==> config.mk <==
export PLATFORM = sky130hd
export DESIGN_NAME = fqm_mul
export DESIGN_NICKNAME = d
export VERILOG_FILES = /design/src/hw/rtl/fqm_pkg.sv /design/src/hw/rtl/fqm_mul.sv
export SDC_FILE = /design/constraint.sdc
export NUM_CORES = 2
export LEC_CHECK = 0
export ABC_AREA = 1
export BUFFER_PORTS_ARGS = -buffer_cell sky130_fd_sc_hd__buf_2
export CAP_MARGIN = 15
export CORE_MARGIN = 3
export CORE_UTILIZATION = 60
export CTS_BUF_LIST = sky130_fd_sc_hd__clkbuf_8
export DETAILED_ROUTE_END_ITERATION = 6
export MAX_ROUTING_LAYER = met4
export PLACE_DENSITY = 0.78
export SLEW_MARGIN = 5
export SYNTH_ARGS = -nofsm -noshare
export SYNTH_HDL_FRONTEND = slang
export SYNTH_SLANG_ARGS = --single-unit
==> constraint.sdc <==
create_clock -name clk -period 13.1 [get_ports clk]
set_input_delay 1.965 -clock clk [delete_from_list [all_inputs] [get_ports clk]]
set_output_delay 1.965 -clock clk [all_outputs]
set_load 0.01 [all_outputs]
==> src/hw/rtl/fqm_pkg.sv <==
// ----------------------------------------------------------------------------
// fqm_pkg
// Shared constants, request codes and unit request types for the flow QoS
// metrics tracker.
// ----------------------------------------------------------------------------
package fqm_pkg;

  localparam int FLOW_COUNT = 256;
  localparam int FLOW_BITS  = 8;
  localparam int COUNT_BITS = 20;
  localparam int TIME_BITS  = 20;
  localparam int SUM_BITS   = 40;
  localparam int SQ_BITS    = 60;
  localparam int MUL_W      = 64;
  localparam int PROD_W     = 2 * MUL_W;
  localparam int CHUNK_W    = 16;
  localparam int CHUNKS     = MUL_W / CHUNK_W;
  localparam int NUM_W      = 80;
  localparam int DIV_CNT_W  = 7;

  localparam logic [2:0] REQ_SENT    = 3'd0;
  localparam logic [2:0] REQ_DROP    = 3'd1;
  localparam logic [2:0] REQ_DELIVER = 3'd2;
  localparam logic [2:0] REQ_WINDOW  = 3'd3;
  localparam logic [2:0] REQ_QUEUE   = 3'd4;

  localparam logic [1:0] CFG_DELAY_LIMIT  = 2'd0;
  localparam logic [1:0] CFG_JITTER_LIMIT = 2'd1;
  localparam logic [1:0] CFG_LOSS_LIMIT   = 2'd2;
  localparam logic [1:0] CFG_WINDOW_LEN   = 2'd3;

  typedef struct packed {
    logic             start;
    logic [MUL_W-1:0] a;
    logic [MUL_W-1:0] b;
  } mul_req_t;

  typedef struct packed {
    logic             start;
    logic [NUM_W-1:0] num;
    logic [MUL_W-1:0] den;
    logic [MUL_W-1:0] lim;
  } div_req_t;

endpackage

==> src/hw/rtl/fqm_mul.sv <==
// ----------------------------------------------------------------------------
// fqm_mul
// Shared multiplier: 64 x 64 product, one 16-bit chunk of b per cycle.
// ----------------------------------------------------------------------------
module fqm_mul (
  input  logic                      clk,
  input  logic                      rst,
  input  fqm_pkg::mul_req_t         req,
  output logic                      done,
  output logic [fqm_pkg::PROD_W-1:0] prod
);

  logic [fqm_pkg::MUL_W-1:0]  a_reg;
  logic [fqm_pkg::MUL_W-1:0]  b_sh;
  logic [2:0]                 cnt;
  logic                       running;
  logic [fqm_pkg::MUL_W+fqm_pkg::CHUNK_W-1:0] part;

  // msb chunk first, accumulator shifts up each step
  assign part = a_reg * b_sh[fqm_pkg::MUL_W-1 -: fqm_pkg::CHUNK_W];

  always_ff @(posedge clk) begin
    if (rst) begin
      running <= 1'b0;
      done    <= 1'b0;
      cnt     <= '0;
    end else begin
      done <= 1'b0;
      if (req.start) begin
        running <= 1'b1;
        cnt     <= 3'(fqm_pkg::CHUNKS);
      end else if (running) begin
        cnt <= cnt - 3'd1;
        if (cnt == 3'd1) begin
          running <= 1'b0;
          done    <= 1'b1;
        end
      end
    end
  end

  always_ff @(posedge clk) begin
    if (req.start) begin
      a_reg <= req.a;
      b_sh  <= req.b;
      prod  <= '0;
    end else if (running) begin
      b_sh <= b_sh << fqm_pkg::CHUNK_W;
      prod <= (prod << fqm_pkg::CHUNK_W)
              + {{(fqm_pkg::PROD_W-fqm_pkg::MUL_W-fqm_pkg::CHUNK_W){1'b0}}, part};
    end
  end

endmodule

# Word level (Yosys, flattened, before mapping)
# Index checks and enable logic that the tools add are counted.
[totals]
register_bits = 261
in_bits = 131
output_inout_bits = 129
wordCells = 23
[classes]
n_addsub = 2
multipliers = 1
eq_ne = 1
mux = 8
bitwise = 1
reduce_logical = 3
[op_table]
columns = ["op", "count"]
rows = [
  ["adder 128 x 80 -> 128 bit", 1],
  ["2-to-1 mux 64 bit", 2],
  ["multiplier 64 x 16 -> 80 bit", 1],
  ["2-to-1 mux 3 bit", 2],
  ["2-to-1 mux 1 bit", 4],
  ["== test 3 x 1 -> 1 bit (second input constant)", 1],
  ["OR reduction 3 bit", 1],
  ["subtractor 3 x 1 -> 3 bit (second input constant)", 1],
  ["nonzero test 2 bit", 1],
  ["OR reduction 2 bit", 1],
  ["NOT 1 bit", 1],
]

# Depth between registers and ports, before layout
[logic_depth]
depth_word = 4
depth_mapped = 33

# Worst setup path before layout
# Ideal clock, no wire load.
[synth_path]
path_kind = "flip-flop to flip-flop"
startpoint = "register b_sh[49] in the netlist's numbering"
endpoint = "register prod[85] in the netlist's numbering"
arrival_ns = 5.574
t_required_ns = 12.991
path_slack_ns = 7.417
stages_incl_launch_ff = 29
n_path_buf = 2
period_less_slack_ns = 5.683
path_cell_list = "edfxtp_1 > clkbuf_1 > clkbuf_1 > nand2_1 > fa_1 > inv_1 > fa_1 > inv_1 > fa_1 > inv_1 > fa_1 > fa_1 > inv_1 > fa_1 > inv_1 > ha_1 > nand2_1 > nor2_2 > inv_1 > nor2_2 > inv_1 > nor3_4 > nand3_1 > nand2_2 > nand2_1 > nand3_1 > nand3_1 > nand2_1 > inv_1"
[synth_between]
elab_chain_cells = 2
[synth_rtl]
columns = ["element", "line", "text"]
rows = [
  ["from (decl)", "fqm_mul.sv:14", "logic [fqm_pkg::MUL_W-1:0] b_sh;"],
  ["from (signal assigned)", "fqm_mul.sv:45", "b_sh <= req.b;"],
  ["from (signal assigned)", "fqm_mul.sv:48", "b_sh <= b_sh << fqm_pkg::CHUNK_W;"],
  ["multiplier 64 x 16 -> 80 bit", "fqm_mul.sv:20", "assign part = a_reg * b_sh[fqm_pkg::MUL_W-1 -: fqm_pkg::CHUNK_W];"],
  ["adder 128 x 80 -> 128 bit", "fqm_mul.sv:50", "+ {{(fqm_pkg::PROD_W-fqm_pkg::MUL_W-fqm_pkg::CHUNK_W){1'b0}}, part};"],
  ["to (signal assigned)", "fqm_mul.sv:49", "prod <= (prod << fqm_pkg::CHUNK_W)"],
  ["to (decl)", "fqm_mul.sv:10", "output logic [fqm_pkg::PROD_W-1:0] prod"],
]
# Every way passes these cells.
# A chain may end at the register's enable or synchronous reset.

# Worst setup path after layout
[layout_path]
startpoint = "register b_sh[50] in the netlist's numbering"
endpoint = "register prod[123] in the netlist's numbering"
# The elaborated chain is that of the path after synthesis.

==> results.env <==
POSTSYNTHNETCOUNT=8304
MIN_PATH_TYPE='reg -> reg'
DR.PASS1.ITERS=6
MAXCLOCKFREQUENCY_MHz=125
RUN_STATUS='completed'
SETUP_VIOL=0
SYNTH_CELL_TYPES=39
DETAILEDPLACEMENTHPWL_UM=136000
CRITICAL_PATH_ARRIVAL_NS=8.64
SYNTH-SEQ-CELLS=261
DETAIL_ROUTE.ITER0.VIOLATIONS=4389
ROUTE.DETAILED.WL_PER_INST_UM=20.3
CTS_TREE='yes'
CLK-INSERTION-DELAY-LATE_NS=0.78
ROUTE.ANTENNA.REMAINING_NETS=0
INTERNAL_REG_TO_REG_SETUP_SLACK_NS=5.13
AREA.SEQUENTIAL_UM2=6510
FINCLKSKEW_NS=0.0595
ROUTED_WL_UM=168000
FLOORPLAN.ROWS=105
YOSYS_WARNINGS=0
FP.DIEW_UM=295
PORTION_OF_THE_POST_SYNTHESIS_AREA_USED_BY_SEQUENTIAL_ELEMENTS_PCT=13.0
DRV_CAP=0
ANTENNA_VIOLATIONS_BEFORE_REPAIR=4
FIRST_GLOBAL_VIAS=44600
DRT-VIAS-PER-INSTANCE=5.31
WORST_PATH_CELL_WITH_THE_LONGEST_STAGE_DELAY='edfxtp_1'
FINISH.NET_COUNT=8367
INSTANCES_NO_FILL=8256
FIN_CRIT_NS=7.97
WORST-ENDPOINT-REQUIRED_NS=13.77
CLK_TRANSITION_REPORTED_PATHS_NS=0.07
FINALCRITPERIODSHARE_PCT=60.8
LARGEST_NET_DEGREE_AT_THE_START_OF_GLOBAL_ROUTING=77
CORE-AREA_UM2=82400
FILLERS=7399
TOP_LEVEL_PORTS=260
LAYOUT.CELL_AREA.NON_FILLER_UM2=53200
CRIT_PATH_MAX_FANOUT=43
HOLD_VIOLATIONS=0
FINAL_MAX_SLEW_VIOL_COUNT=0
NUMPLACEDINSTANCES=8150
AREA_TAKEN_BY_MULTI_INPUT_LOGIC_GATES_UM2=34100
GRT.OVERFLOW.TOTAL=0
CTS-BUFFERS-INSERTED=54
CRITICAL_PATH.STARTPOINT_TYPE='flop'
GRT_SETUP_UNREPAIRED='false'
NETLIST_INSTANCES=7073
CLOCK_SINK_COUNT=261
DIE_HEIGHT_UM=295
WORSTMARGINPINSLEW_NS=1.04
DIE_AREA_UM2=86900
DETAIL_ROUTE.DRC_VIOLATIONS=0
FIN_HOLD_WS_NS=0.505
GRT_PASS1_WL_UM=260000
CTS_MAX_LEVEL=2
FLIP_FLOP_COUNT_OF_THE_LARGEST_REGISTER_ALL_COPIES_AND_WORDS_ADDED=128
GR-USAGE-ALL-LAYERS_PCT=41.1
COUNT_OF_HOLD_FIX_BUFFERS_INSERTED_AT_CTS=0
AREA.GROWTH.SYNTH_TO_FINAL_PCT=6.19
FINAL_LAYOUT_SIZE_SUFFIX_GT1_SHARE_PCT=6.77
CPPEAKSTAGEDELAY_NS=1.02
POSTCTSSETUPBUFFERS=0
DETAILED_ROUTE_VIA_COUNT=43800
CTS_MAX_PATH_BUFFERS=3
CP-END-KIND='flop'
RELSLEWSLACK_PCT=30.8
WORSTSETUPPATHTYPE='reg -> reg'
PLACEMENT.IO_BUFFERS=259
ROUTABILITYCONGESTION=1.05
AVG_SYNTHESIZED_CELL_AREA_UM2=7.08
SYN-CELL-AREA_UM2=50100
CTS-RESIZED-GATES=0
CLOCKROOTBUFFER='clkbuf_8'
DPL-INSTANCE-AREA_UM2=51900
FINAL.SETUP.TNS_NS=0
INITIAL_CELL_DENSITY_OF_THE_CORE_PCT=60.8
[critical path: cells and delay by family (launching register included)]
kind          cells  cell delay, ns
fa+ha+maj         7            3.61
buf+inv           6            0.91
flops             1            1.02
simple gates     12            2.24
[through the flow]
step | setup WS (ns) | utilization [%]
6_report | 5.13 | 64.5
5_1_grt | 4.87 | 64.5
4_1_cts | 5.37 | 64.5
3_5_place_dp | 5.41 | 63.0
3_3_place_gp | 5.45 | 63.0
2_1_floorplan | 7.42 | -
[final cells by class]
cell class / count / area share [%]
Clock inverter: 44 / 0.831
Multi-Input combinational cell: 4301 / 64.2
Tap cell: 1070 / 2.52
Inverter: 2220 / 15.7
Antenna cell: 4 / 0.0188
Timing Repair Buffer: 298 / 3.01
Clock buffer: 58 / 1.50
Sequential cell: 261 / 12.2
[layer usage]
layer | track usage [%] | vias up | share of wire, %
met1 | 53.3 | 21000 | 38
met3 | 9.82 | 444 | 12
li1 | - | 19800 | -
met4 | 17.7 | 0 | 5.2
met5 | - | - | 0
met2 | 61.9 | 2559 | 45
[synth_stat cells]
| master | instances | area [um^2] |
|---|---|---|
| a21oi_2 | 1 | 8.76 |
| nor2_1 | 299 | 1120 |
| xnor2_1 | 12 | 105 |
| fa_1 | 930 | 18600 |
| nor2_4 | 3 | 33.8 |
| edfxtp_1 | 128 | 3840 |
| nor2_2 | 42 | 263 |
| nor3_4 | 4 | 65.1 |
| nand2_1 | 2269 | 8520 |
| buf_2 | 1 | 5.00 |
| a21oi_1 | 151 | 756 |
| clkinv_1 | 2 | 7.51 |
| a21boi_0 | 2 | 15.0 |
| nor3_1 | 31 | 155 |
| o21ai_1 | 8 | 40.0 |
| nor3b_1 | 1 | 7.51 |
| o32ai_1 | 2 | 17.5 |
| and2_1 | 2 | 12.5 |
| inv_2 | 12 | 45.0 |
| ha_1 | 170 | 2130 |
| nand2_2 | 23 | 144 |
| buf_1 | 29 | 109 |
| o211ai_1 | 1 | 7.51 |
| inv_1 | 2206 | 8280 |
| clkbuf_1 | 261 | 980 |
| nand3_2 | 8 | 80.1 |
| o22ai_1 | 8 | 50.1 |
| nor3_2 | 10 | 100 |
| nand3b_1 | 2 | 15.0 |
| or2_2 | 1 | 6.26 |
| xor2_1 | 48 | 420 |
| nand3_1 | 127 | 636 |
| nor4_2 | 1 | 12.5 |
| nor4_1 | 2 | 12.5 |
| or2_1 | 1 | 6.26 |
| nand4_1 | 41 | 257 |
| dfxtp_1 | 133 | 2660 |
| o21ai_0 | 95 | 475 |
| o21bai_1 | 6 | 45.0 |
[cell usage in the layout (no fill, tap or decap), types with 41 or more instances in the layout]
| cell type | count |
|---|---|
| edfxtp_1 | 128 |
| fa_1 | 930 |
| clkbuf_8 | 59 |
| a21oi_1 | 151 |
| inv_1 | 2222 |
| nand2_1 | 2269 |
| nand3_1 | 127 |
| nor2_1 | 299 |
| dfxtp_1 | 132 |
| buf_2 | 258 |
| o21ai_0 | 95 |
| xor2_1 | 48 |
| ha_1 | 170 |
| nand4_1 | 41 |
| nor2_2 | 42 |
[cells by family after synthesis]
| family | count (synthesis) | synth area share (%) |
|---|---|---|
| AND/OR/NAND/NOR | 2867 | 22.9 |
| AO/OA/AOI/OAI | 274 | 2.83 |
| adder cells (fa/ha/maj) | 1100 | 41.4 |
| buffers and inverters | 2511 | 18.8 |
| XOR/XNOR | 60 | 1.05 |
| flip-flops | 261 | 13.0 |
[final timing paths]
path	start	to	cells after the start
hold reg to reg	b_sh[47]	b_sh[63]	2
setup / recovery	b_sh[50]	prod[123]	25
hold / removal	b_sh[47]	b_sh[63]	2
setup reg to reg	b_sh[50]	prod[123]	25
Power is not shown: default switching activity piles up to over one toggle a cycle in this logic, so the estimate is an artifact.
