<file path="src/hw/rtl/fqm_pkg.sv">
// ----------------------------------------------------------------------------
// fqm_pkg
// Shared constants, request codes and unit request types for the flow QoS
// metrics tracker.
// ----------------------------------------------------------------------------
package fqm_pkg;

  localparam int FLOW_COUNT = 256;
  localparam int FLOW_BITS  = 8;
  localparam int COUNT_BITS = 20;
  localparam int TIME_BITS  = 20;
  localparam int SUM_BITS   = 40;
  localparam int SQ_BITS    = 60;
  localparam int MUL_W      = 64;
  localparam int PROD_W     = 2 * MUL_W;
  localparam int CHUNK_W    = 16;
  localparam int CHUNKS     = MUL_W / CHUNK_W;
  localparam int NUM_W      = 80;
  localparam int DIV_CNT_W  = 7;

  localparam logic [2:0] REQ_SENT    = 3'd0;
  localparam logic [2:0] REQ_DROP    = 3'd1;
  localparam logic [2:0] REQ_DELIVER = 3'd2;
  localparam logic [2:0] REQ_WINDOW  = 3'd3;
  localparam logic [2:0] REQ_QUEUE   = 3'd4;

  localparam logic [1:0] CFG_DELAY_LIMIT  = 2'd0;
  localparam logic [1:0] CFG_JITTER_LIMIT = 2'd1;
  localparam logic [1:0] CFG_LOSS_LIMIT   = 2'd2;
  localparam logic [1:0] CFG_WINDOW_LEN   = 2'd3;

  typedef struct packed {
    logic             start;
    logic [MUL_W-1:0] a;
    logic [MUL_W-1:0] b;
  } mul_req_t;

  typedef struct packed {
    logic             start;
    logic [NUM_W-1:0] num;
    logic [MUL_W-1:0] den;
    logic [MUL_W-1:0] lim;
  } div_req_t;

endpackage

</file>
<file path="src/hw/rtl/fqm_div.sv">
// ----------------------------------------------------------------------------
// fqm_div
// Shared radix-2 restoring divider, 80-bit dividend, saturating quotient.
// ----------------------------------------------------------------------------
module fqm_div (
  input  logic                     clk,
  input  logic                     rst,
  input  fqm_pkg::div_req_t        req,
  output logic                     done,
  output logic [fqm_pkg::MUL_W-1:0] quo
);

  logic [fqm_pkg::NUM_W-1:0]     num_sh;
  logic [fqm_pkg::NUM_W-1:0]     q;
  logic [fqm_pkg::MUL_W-1:0]     rem;
  logic [fqm_pkg::MUL_W-1:0]     den;
  logic [fqm_pkg::MUL_W-1:0]     lim;
  logic [fqm_pkg::DIV_CNT_W-1:0] cnt;
  logic                          running;
  logic [fqm_pkg::MUL_W:0]       sh;
  logic                          fits;

  assign sh   = {rem, num_sh[fqm_pkg::NUM_W-1]};
  assign fits = sh >= {1'b0, den};

  // saturate the finished quotient to the requested maximum
  assign quo = (q > {{(fqm_pkg::NUM_W-fqm_pkg::MUL_W){1'b0}}, lim})
               ? lim : q[fqm_pkg::MUL_W-1:0];

  always_ff @(posedge clk) begin
    if (rst) begin
      running <= 1'b0;
      done    <= 1'b0;
      cnt     <= '0;
    end else begin
      done <= 1'b0;
      if (req.start) begin
        running <= 1'b1;
        cnt     <= fqm_pkg::DIV_CNT_W'(fqm_pkg::NUM_W);
      end else if (running) begin
        cnt <= cnt - 1'b1;
        if (cnt == fqm_pkg::DIV_CNT_W'(1)) begin
          running <= 1'b0;
          done    <= 1'b1;
        end
      end
    end
  end

  always_ff @(posedge clk) begin
    if (req.start) begin
      num_sh <= req.num;
      den    <= req.den;
      lim    <= req.lim;
      rem    <= '0;
      q      <= '0;
    end else if (running) begin
      num_sh <= num_sh << 1;
      rem    <= fits ? fqm_pkg::MUL_W'(sh - {1'b0, den}) : sh[fqm_pkg::MUL_W-1:0];
      q      <= {q[fqm_pkg::NUM_W-2:0], fits};
    end
  end

endmodule

</file>
<file path="config.mk">
export PLATFORM = sky130hd
export DESIGN_NAME = fqm_div
export DESIGN_NICKNAME = d
export VERILOG_FILES = /design/src/hw/rtl/fqm_pkg.sv /design/src/hw/rtl/fqm_div.sv
export SDC_FILE = /design/constraint.sdc
export NUM_CORES = 1
export LEC_CHECK = 0
export BUFFER_PORTS_ARGS = -buffer_cell sky130_fd_sc_hd__buf_4
export CORE_AREA = 2 2 244 246
export DETAILED_ROUTE_END_ITERATION = 10
export DIE_AREA = 0 0 246 248
export GPL_ROUTABILITY_DRIVEN = 0
export PLACE_DENSITY_LB_ADDON = 0.15
export SKIP_LAST_GASP = 1
export SYNTH_ARGS = -nofsm -noshare
export SYNTH_HDL_FRONTEND = slang
export SYNTH_SLANG_ARGS = --single-unit
export TNS_END_PERCENT = 10
</file>
<file path="constraint.sdc">
create_clock -name clk -period 5.27 [get_ports clk]
set_clock_uncertainty 0.1 [all_clocks]
set_input_delay 1.054 -clock clk [delete_from_list [all_inputs] [get_ports clk]]
set_output_delay 1.054 -clock clk [all_outputs]
set_load 0.05 [all_outputs]
</file>
; ---- After elaboration in Yosys (flattened, before gate mapping)
; Cells that the tools add are included.
[word_totals]
ff_bits = 361
input_bits = 211
output_inout_bits = 65
word_cells = 28
[op_classes]
addsub = 2
order_cmp = 2
eq_ne = 1
mux = 10
bitwise = 1
n_reduce_logical = 3
[ops]
columns = op, n
row1 = $mux W80, 2
row2 = $mux W64, 2
row3 = $gt A80 B64 Y1, 1
row4 = $ge A65 B64 Y1, 1
row5 = $sub A64 B64 Y64, 1
row6 = $mux W7, 2
row7 = $eq A7 B1 Y1 const B, 1
row8 = $sub A7 B1 Y7 const B, 1
row9 = $mux W1, 4
row10 = $reduce_or A3 Y1, 1
row11 = $reduce_bool A2 Y1, 1
row12 = $reduce_or A2 Y1, 1
row13 = $not A1 Y1, 1

; ---- Depth between registers and ports, before layout
; Gate-level depths: netlist of the first run.
[logic_depth]
depth_word = 4
ltp_mapped = 15
depth_no_buf = 13

; ---- Least setup slack after synthesis of the first run
; OpenSTA, ideal clock, no wires.
[synth_timing]
path_kind = register to output
start = register lim[62] in the netlist's numbering
end = output port quo[13] in the netlist's numbering
arrival_ns = 2.859
required_ns = 4.116
slack_ns = 1.257
path_stages_with_launch = 12
path_buffers = 1
cell_sequence = edfxtp_1 -> inv_1 -> ha_1 -> nand4_1 -> nor4_1 -> nand3b_1 -> nor2_1 -> nor3b_1 -> o2bb2ai_1 -> a31oi_4 -> buf_2 -> mux2_1
[synth_via]
elab_chain_len = 2
[synth_lines]
columns = item, line
row1 = start: declaration, fqm_div.sv:17  ; logic [fqm_pkg::MUL_W-1:0] lim;
row2 = start signal: assignment, fqm_div.sv:54  ; lim <= req.lim;
row3 = $gt A80 B64 Y1, fqm_div.sv:27  ; assign quo = (q > {{(fqm_pkg::NUM_W-fqm_pkg::MUL_W){1'b0}}, lim})
row4 = $mux W64, fqm_div.sv:28  ; ? lim : q[fqm_pkg::MUL_W-1:0];
row5 = end: declaration, fqm_div.sv:10  ; output logic [fqm_pkg::MUL_W-1:0] quo
; Every way passes these cells.

; ---- Worst setup path in the final report of the first run
[layout_timing]
start = register lim[57] in the netlist's numbering
end = output port quo[44] in the netlist's numbering
; The elaborated chain is that of the path after synthesis.

==> summary.md, run 1 <==
| Metric | Value |
|---|---|
| Die X | 246 um |
| Headroom to the max-slew limit | 26.2% |
| Detailed Place HPWL | 37.9 mm |
| Number of gates resized after CTS | 0 |
| Power per cell area | 317 mW/mm^2 |
| Vias in the first global route | 15100 |
| Hold buffer count at cts | 0 |
| Mapped Avg Cell Area | 10.7 sq um |
| Tcrit/Tclk final | 92.0% |
| GRT Total Usage | 17.0% |
| DRC Markers | 0 |
| Worst min path class | reg2reg |
| Total Wirelength | 52.5 mm |
| Initial antenna violation count | 4 |
| Max IR drop VDD | 0.201 mV |
| Critical path arrival | 3700 ps |
| Design area | ~0.024 sq mm |
| RSZ-0062 raised after global routing | no |
| Vias | approximately 15000 |
| Core ar. | slightly below 0.06 sq mm |
| Worst-Margin Slew | 1110 ps |
| Fmax | 0.206 GHz |
| Crit start category | flop |
| Fin nets | 2475 |
| Buffers on Ports | between 200 and 300 |
| Post-route ant nets | 0 |
| Reg2reg setup slack | 1240 ps |
| Util after Layout | a little over two fifths |
| Clock root cell | clkbuf_16 |
| Leakage | approximately 11 nW |
| CP Data Required Time | 4120 ps |
| Most common cell after layout, fill and taps aside | buf_4 |
| Area delta synth->final | 21.1% |
| Initial Util | 34.5% |
| Ys flop type | edfxtp_1 |
| Setup TNS | 0 ps |
| 1st-iter DRT viols | 582 |
| WL/cell | 17.8 um |
| Vias per inst | 5.00 |
| Die Area | between 0.06 and 0.07 sq mm |
| Most frequent cells in the layout | buf_4, edfxtp_1, nor2_1 |
| CTS Buf Count | 45 |
| Min Tclk post-route | 4850 ps |
| H-tree levels | 2 |
| FF+latch count, synth | roughly 360 |
| Post-synthesis sequential area ratio | 46.2% |
| Clk buf depth | 3 |
| Reg2reg start | num_sh[79]$_DFFE_PP_ |
| Status | complete, no violations |
| Yosys warnings | 0 |
| CTS Sinks | 361 |
| Fill count | approximately 5800 |
| Final Hold Fails | 0 |
| Number of flops mapped to enable cells by yosys | 208 |
| Endpoints failing setup | 0 |
| Mapped Area | 0.0202 sq mm |
| Worst-Skew Late Latency | 590 ps |
| Global-route wire length before repair | 83.4 mm |
| Max Slew Vio Count | 0 |
| Critical Path Start | lim[57]$_DFFE_PP_ |
| CTS tree | done |
| Total gr overflow | 0 |
| Worst setup path class | reg2out |
| Mapped Cells | between 1500 and 2000 |
| Setup bufs post-CTS | 0 |
| Max cap viols | 0 |
| Final hold slack | 390 ps |
| Syn Nets | 2230 |
| Largest net degree at the start of global routing | 176 |
| FFs w/ async S/R, synth | 0% |
| Standard-cell row count | 89 |
| Netlist cell types | 92 |
| Crit-path max FO | 50 |
| Clock transition at path regs | 60 ps |
| Min-delay src | rem[38]$_SDFFE_PP0P_ |
| Pre-antenna DRT Iters | 5 |
| IO Pins | 276 |
| Die height | 248 um |
| Cell Area, Placed | approximately 0.023 sq mm |
| Crit end category | output port |
| Share of cells above drive strength 1 | 26.9% |
==> cells by family (layout without fill, tap and decap cells) <==
logic type               Yosys count  count (layout)  synth area share (%)
AND/OR/NAND/NOR                  474             474                  11.1
AO/OA/AOI/OAI                    395             395                  14.7
flip-flops                       361             361                  46.2
buffers and inverters            243             525                  5.17
multiplexers                     225             225                  12.1
adder cells (fa/ha/maj)          131             131                  8.17
XOR/XNOR                          59              59                  2.56
other                              0               4                     0
==> cell type report <==
cell class | instances | area [sq um] | share of cell area, %
well taps | 773 | 967 | 3.96
flip-flops and latches | 361 | 9310 | 38.2
diodes | 4 | 10.0 | 0.0410
clock buffers | 59 | 1260 | 5.17
clock inverters | 25 | 256 | 1.05
inverters | 148 | 556 | 2.28
repair buffers | 293 | 2230 | 9.14
multi-input cells | 1284 | 9810 | 40.2
==> state kept, by name, indices dropped and copies added (netlist names) <==
register  flops
num_sh       80
q            80
den          64
lim          64
rem          64
cnt           7
done          1
running       1
==> stage by stage <==
step / setup WS [ps] / cells / total power [mW]
2_1_floorplan: 1260 / 1888 / 4.25
3_3_place_gp: 1020 / 2859 / 4.62
3_5_place_dp: 997 / 2859 / 4.64
4_1_cts: 342 / 2943 / 7.87
5_1_grt: 128 / 2946 / 8.15
6_report: 420 / 2947 / 7.75
==> power by group <==
part	internal (mW)	switching, mW	total, mW	leakage (nW)
registers	3.20	0.113	3.31	3.30
clock network	1.89	1.28	3.17	0.753
logic	0.542	0.719	1.26	6.60
==> critical path, stage by stage, from the launching register on <==
cell and delay (ps):
edfxtp_1 380, inv_1 70, ha_1 230, a21o_1 180
a21o_1 170, a21o_1 170, a21o_1 170, a21oi_1 130
o21ai_0 90, nor3_1 170, buf_4 170, o2bb2ai_1 90
a31oi_4 190, buf_12 290, mux2_1 390, buf_4 200
==> routing by layer <==
metal	wire length (um)	vias up	share of wire, %	GRT usage, %
met5	0	-	0	0
met4	1170	0	2.2	4.99
met3	3180	73	6.1	4.63
met2	24400	269	46	27.6
met1	23800	7036	45	22.2
li1	-	7352	-	-
==> synth_stat cells, types with 11 or more instances <==
| cell type | count | area share, % |
|---|---|---|
| a211oi_1 | 22 | 0.82 |
| a21o_1 | 63 | 2.3 |
| a21oi_1 | 98 | 2.4 |
| a311oi_2 | 30 | 2.2 |
| a31oi_1 | 11 | 0.34 |
| buf_1 | 12 | 0.22 |
| buf_2 | 26 | 0.65 |
| clkbuf_1 | 46 | 0.86 |
| dfxtp_1 | 153 | 15 |
| edfxtp_1 | 208 | 31 |
| ha_1 | 130 | 8.1 |
| inv_1 | 148 | 2.8 |
| mux2_1 | 11 | 0.61 |
| mux2_2 | 133 | 7.4 |
| mux2i_1 | 80 | 4.0 |
| nand2_1 | 120 | 2.2 |
| nand2_2 | 25 | 0.78 |
| nand3_1 | 17 | 0.42 |
| nand4_1 | 39 | 1.2 |
| nor2_1 | 181 | 3.4 |
| nor3_1 | 20 | 0.50 |
| o21a_1 | 14 | 0.52 |
| o21ai_0 | 66 | 1.6 |
| xnor2_1 | 33 | 1.4 |
| xor2_1 | 26 | 1.1 |
==> worst paths after layout <==
check / endpoint / depth (start not counted)
worst max-delay path: quo[44] / 15
worst min-delay path: rem[38]$_SDFFE_PP0P_ / 2
worst max register to register: rem[60]$_SDFFE_PP0P_ / 14
worst min register to register: rem[38]$_SDFFE_PP0P_ / 2
(Power assumes the default switching activity.)
==> run 2: changes to the inputs <==
--- a/config.mk
+++ b/config.mk
@@ -6,9 +6,9 @@
 export NUM_CORES = 1
 export LEC_CHECK = 0
 export BUFFER_PORTS_ARGS = -buffer_cell sky130_fd_sc_hd__buf_4
-export CORE_AREA = 2 2 244 246
+export CORE_AREA = 2 2 182 184
 export DETAILED_ROUTE_END_ITERATION = 10
-export DIE_AREA = 0 0 246 248
+export DIE_AREA = 0 0 184 186
 export GPL_ROUTABILITY_DRIVEN = 0
 export PLACE_DENSITY_LB_ADDON = 0.15
 export SKIP_LAST_GASP = 1
==> summary.md, run 2 (synthesis gave the netlist of run 1 again) <==
| Metric | Value |
|---|---|
| CTS tree | done |
| Max cap viols | 0 |
| WP buf/inv | 3 |
| Ordered cell list for the critical path | inv_1 -> ha_1 -> a21o_1 -> a21o_1 -> a21o_1 -> a21o_1 -> a21oi_1 -> o21ai_0 -> nor3_1 -> o2bb2ai_1 -> a31oi_4 -> buf_4 -> mux2_2 -> buf_4 |
| Area delta synth->final | 17.6% |
| Vias in the first global route | 14600 |
| DRC Markers | 0 |
| Most frequent cells in the layout | buf_4, edfxtp_1, nor2_1 |
| Buffers on Ports | 275 |
| Worst min path class | reg2reg |
| Max IR drop VDD | ~0.29 mV |
| Detailed Place HPWL | 32.9 mm |
| Core ar. | ~0.032 sq mm |
| Setup TNS | 0 ps |
| Worst setup path class | reg2out |
| Setup bufs post-CTS | 0 |
| Cell Area, Placed | 0.0224 sq mm |
| H-tree levels | 2 |
| Die Area | 0.0342 sq mm |
| Largest delay contributor family on the critical path | compound AO/OA/AOI/OAI gates |
| Clock power frac | 38.2% |
| Headroom to the max-slew limit | approximately a fifth |
| Crit-path max FO | 37 |
| Hold buffer count at cts | 0 |
| Critical path arrival | 3820 ps |
| Die height | 186 um |
| Clock root cell | clkbuf_16 |
| 1st-iter DRT viols | 980 |
| Vias | 15200 |
| Status | complete, no violations |
| Global-route wire length before repair | 73.4 mm |
| Crit end category | output port |
| Power per cell area | 312 mW/mm^2 |
| Leakage | 10.5 nW |
| Tcrit/Tclk final | 94.5% |
| Standard-cell row count | between 60 and 70 |
| Worst-Skew Late Latency | about 540 ps |
| Fin nets | 2463 |
| Most common cell after layout, fill and taps aside | buf_4 |
| Sequential share of power | 44.7% |
| Final Hold Fails | 0 |
| Worst-Margin Slew | around 1200 ps |
| Max Slew Vio Count | 0 |
| Endpoints failing setup | 0 |
| Clock transition at path regs | approximately 60 ps |
| Total Wirelength | 46.7 mm |
| Die X | 184 um |
| Initial Util | between 60% and 70% |
| WL/cell | ~18 um |
| Sw Share | a little over a quarter |
| Clk buf depth | 3 |
| Initial antenna violation count | 2 |
| Worst path max stage delay | 430 ps |
| CTS Sinks | approximately 360 |
| CP Data Required Time | 4120 ps |
| CTS Buf Count | 39 |
| GRT Total Usage | 26.5% |
| RSZ-0062 raised after global routing | no |
| Logic pwr share | 17.1% |
| Min Tclk post-route | 4980 ps |
| Post-route ant nets | 0 |
| Pre-antenna DRT Iters | 5 |
| Most common cell on crit path | a21o_1 |
| Design area | 0.0237 sq mm |
| Slowest cell on crit path | buf_4 |
| Switching power total | ~2 mW |
| Share of cells above drive strength 1 | 26.2% |
| Largest regs | num_sh x80, q x80 |
| Crit start category | flop |
| IO Pins | 276 |
| Largest net degree at the start of global routing | 167 |
| Int Pwr | 5.45 mW |
| Total gr overflow | 0 |
| Fmax | 0.201 GHz |
| Vias per inst | 5.93 |
| Number of gates resized after CTS | 0 |
run 2: worst min-delay path, stage by stage, from the launching register on:
cell     delay (ps)
dfxtp_1         320
nand2_1          50
o21ai_0          60
run 2: path summary, 6_finish.rpt:
kind / slack, ps / endpoint / cells after the start / from
max: 290 / quo[4] / 14 / lim[57]$_DFFE_PP_
min: 390 / rem[27]$_SDFFE_PP0P_ / 2 / rem[27]$_SDFFE_PP0P_
max reg2reg: 1200 / rem[40]$_SDFFE_PP0P_ / 13 / num_sh[79]$_DFFE_PP_
min reg2reg: 390 / rem[27]$_SDFFE_PP0P_ / 2 / rem[27]$_SDFFE_PP0P_
run 2: per-layer routing:
metal,global-route usage (%),up-vias,share of wire (%)
met5,0,-,0
met4,9.54,0,3.0
met3,6.18,102,7.6
met2,42.9,518,46
met1,35.0,7213,43
li1,-,7348,-
run 2: final cells by class:
| cell class | count | area [sq um] |
|---|---|---|
| Sequential cell | 361 | 9310 |
| Clock buffer | 55 | 1100 |
| Clock inverter | 17 | 221 |
| Antenna cell | 2 | 5.00 |
| Tap cell | 408 | 510 |
| Fill cell | 2294 | 8500 |
| Multi-Input combinational cell | 1284 | 9820 |
| Timing Repair Buffer | 287 | 2190 |
| Inverter | 148 | 556 |
run 2: power groups by stage:
stage                     clock network, mW  registers [mW]  logic, mW
after floorplan                           0            3.32      0.929
after global placement                    0            3.35       1.21
after detailed placement                  0            3.36       1.24
after CTS                              2.88            3.31       1.25
after global routing                   2.98            3.32       1.39
final                                  2.83            3.31       1.26
run 2: per-stage QoR:
step / hold WS (ps) / power, mW / utilization, % / worst slack [ps] / cells
CTS: 386 / 7.43 / 73.6 / 276 / 2560
global route: 418 / 7.69 / 73.6 / 56.1 / 2561
floorplan: 348 / 4.25 / - / 1260 / 1888
finish: 386 / 7.39 / 73.6 / 292 / 2562
global placement: 369 / 4.56 / 69.5 / 990 / 2488
detailed placement: 377 / 4.60 / 69.5 / 868 / 2488
==> run 3: changes to the inputs <==
--- a/config.mk
+++ b/config.mk
@@ -11,6 +11,7 @@
 export DIE_AREA = 0 0 184 186
 export GPL_ROUTABILITY_DRIVEN = 0
 export PLACE_DENSITY_LB_ADDON = 0.15
+export RECOVER_POWER = 50
 export SKIP_LAST_GASP = 1
 export SYNTH_ARGS = -nofsm -noshare
 export SYNTH_HDL_FRONTEND = slang
==> summary.md, run 3 (synthesis gave the netlist of run 1 again) <==
| Metric | Value |
|---|---|
| Detailed Place HPWL | ~33 mm |
| Initial Util | 62.6% |
| Headroom to the max-slew limit | -218% |
| Core ar. | between 0.03 and 0.04 sq mm |
| DRC Markers | 0 |
| Hold buffer count at cts | 0 |
| Clk buf depth | 3 |
| Wire length on met1 | 20.3 mm |
| Leakage | ~10 nW |
| Pre-CTS setup slack | between 800 and 900 ps |
| Crit-path max FO | 37 |
| CTS tree | done |
| Status | complete, but fails checks |
| Power per cell area | 313 mW/mm^2 |
| Standard-cell row count | 66 |
| Worst setup path class | reg2out |
| Largest net degree at the start of global routing | ~170 |
| Die X | roughly 180 um |
| Pre-antenna DRT Iters | 5 |
| 1st-iter DRT viols | 963 |
| H-tree levels | 2 |
| CP Data Required Time | 4120 ps |
| Initial antenna violation count | 4 |
| Vias | 15200 |
| Post-route ant nets | 0 |
| Largest regs | num_sh x80, q x80 |
| Max cap viols | 2 |
| Area delta synth->final | 17.4% |
| Top Layer Used | met5 |
| GRT Total Usage | 26.5% |
| Total gr overflow | 0 |
| Worst-Margin Slew | 4760 ps |
| Dpl cells | 2488 |
| Clock root cell | clkbuf_16 |
| Final Hold Fails | 0 |
| Endpoints failing setup | 0 |
| Met2 wire len | 21.5 mm |
| Most frequent cells in the layout | edfxtp_1, nor2_1, buf_4 |
| Crit start category | flop |
| CTS Buf Count | 39 |
| Share of cells above drive strength 1 | 26.0% |
| Failing checks | max-capacitance violations, max-slew violations |
| Die height | 186 um |
| RSZ-0062 raised after global routing | no |
| Number of gates resized after CTS | 0 |
| Fmax | 0.201 GHz |
| IO Pins | 276 |
| Worst min path class | reg2reg |
| Most common cell after layout, fill and taps aside | edfxtp_1 |
| Setup WS post-layout | 306 ps |
| Crit end category | output port |
| Max IR drop VDD | 0.293 mV |
| Clock transition at path regs | about 60 ps |
| Fin nets | 2463 |
| Util after Layout | 73.5% |
| Buffers on Ports | ~280 |
| Max Slew Vio Count | 333 |
| Tcrit/Tclk final | a little over nine tenths |
| Setup TNS | 0 ps |
| Worst-Skew Late Latency | between 500 and 600 ps |
| Setup bufs post-CTS | 0 |
| WL/cell | 18.2 um |
| Vias per inst | between 5 and 6 |
| Global-route wire length before repair | between 70 and 80 mm |
| Vias in the first global route | 14600 |
| Min Tclk post-route | 4960 ps |
| Critical path arrival | roughly 3800 ps |
| CTS Sinks | 361 |
| Met3 wire length | 3.34 mm |
| Fin cells | roughly 2600 |
| Total Wirelength | 46.7 mm |
| Die Area | about 0.034 sq mm |
==> run 3: cell types whose count changed in the layout (fill, tap and decap cells not counted), moves of 2 or more <==
cell      before  now
buf_4        284  155
clkbuf_4       0  128
buf_12         2    0
clkbuf_2       0    2
diode_2        2    4
==> run 3: layout make-up <==
type	count	area (sq um)
inverters	148	556
fillers	2299	8530
multi-input cells	1284	9810
well taps	408	510
clock inverters	17	221
flip-flops and latches	361	9310
diodes	4	10.0
repair buffers	287	2150
clock buffers	55	1100
==> run 3: where the power goes <==
| part | total [mW] | leakage (nW) | internal [mW] | switching, mW |
|---|---|---|---|---|
| registers | 3.31 | 3.30 | 3.20 | 0.103 |
| clock network | 2.83 | 0.647 | 1.70 | 1.12 |
| logic | 1.28 | 6.53 | 0.553 | 0.722 |
| total | 7.41 | 10.5 | 5.46 | 1.95 |
==> run 3: stage by stage <==
| step | hold slack, ps | total power [mW] | area (sq um) |
|---|---|---|---|
| 4_1_cts | 386 | 7.43 | 23700 |
| 3_5_place_dp | 377 | 4.60 | 22400 |
| 5_1_grt | 418 | 7.71 | 23700 |
| 3_3_place_gp | 369 | 4.56 | 22400 |
| 6_report | 386 | 7.41 | 23700 |
| 2_1_floorplan | 348 | 4.25 | 20200 |
==> run 3: worst max-delay path, stage by stage, from the launching register on <==
cell       delay (ps)
edfxtp_1          390
inv_1              80
ha_1              240
a21o_1            180
a21o_1            170
a21o_1            160
a21o_1            160
a21oi_1           150
nor4_1             80
nor3_1            330
o2bb2ai_1         150
a31oi_4           160
buf_4             430
mux2_2            400
buf_4             190
==> run 3: path summary, 6_finish.rpt <==
path,from,end,slack [ps],depth (start not counted)
worst max register to register,running$_SDFF_PP0_,rem[33]$_SDFFE_PP0P_,420,3
worst min-delay path,rem[27]$_SDFFE_PP0P_,rem[27]$_SDFFE_PP0P_,390,2
worst max-delay path,lim[49]$_DFFE_PP_,quo[4],310,14
worst min register to register,rem[27]$_SDFFE_PP0P_,rem[27]$_SDFFE_PP0P_,390,2
==> run 3: layer usage <==
| metal | global-route usage, % | vias up |
|---|---|---|
| met2 | 42.9 | 519 |
| met5 | 0 | - |
| met4 | 9.54 | 2 |
| met1 | 35.0 | 7259 |
| li1 | - | 7352 |
| met3 | 6.18 | 103 |
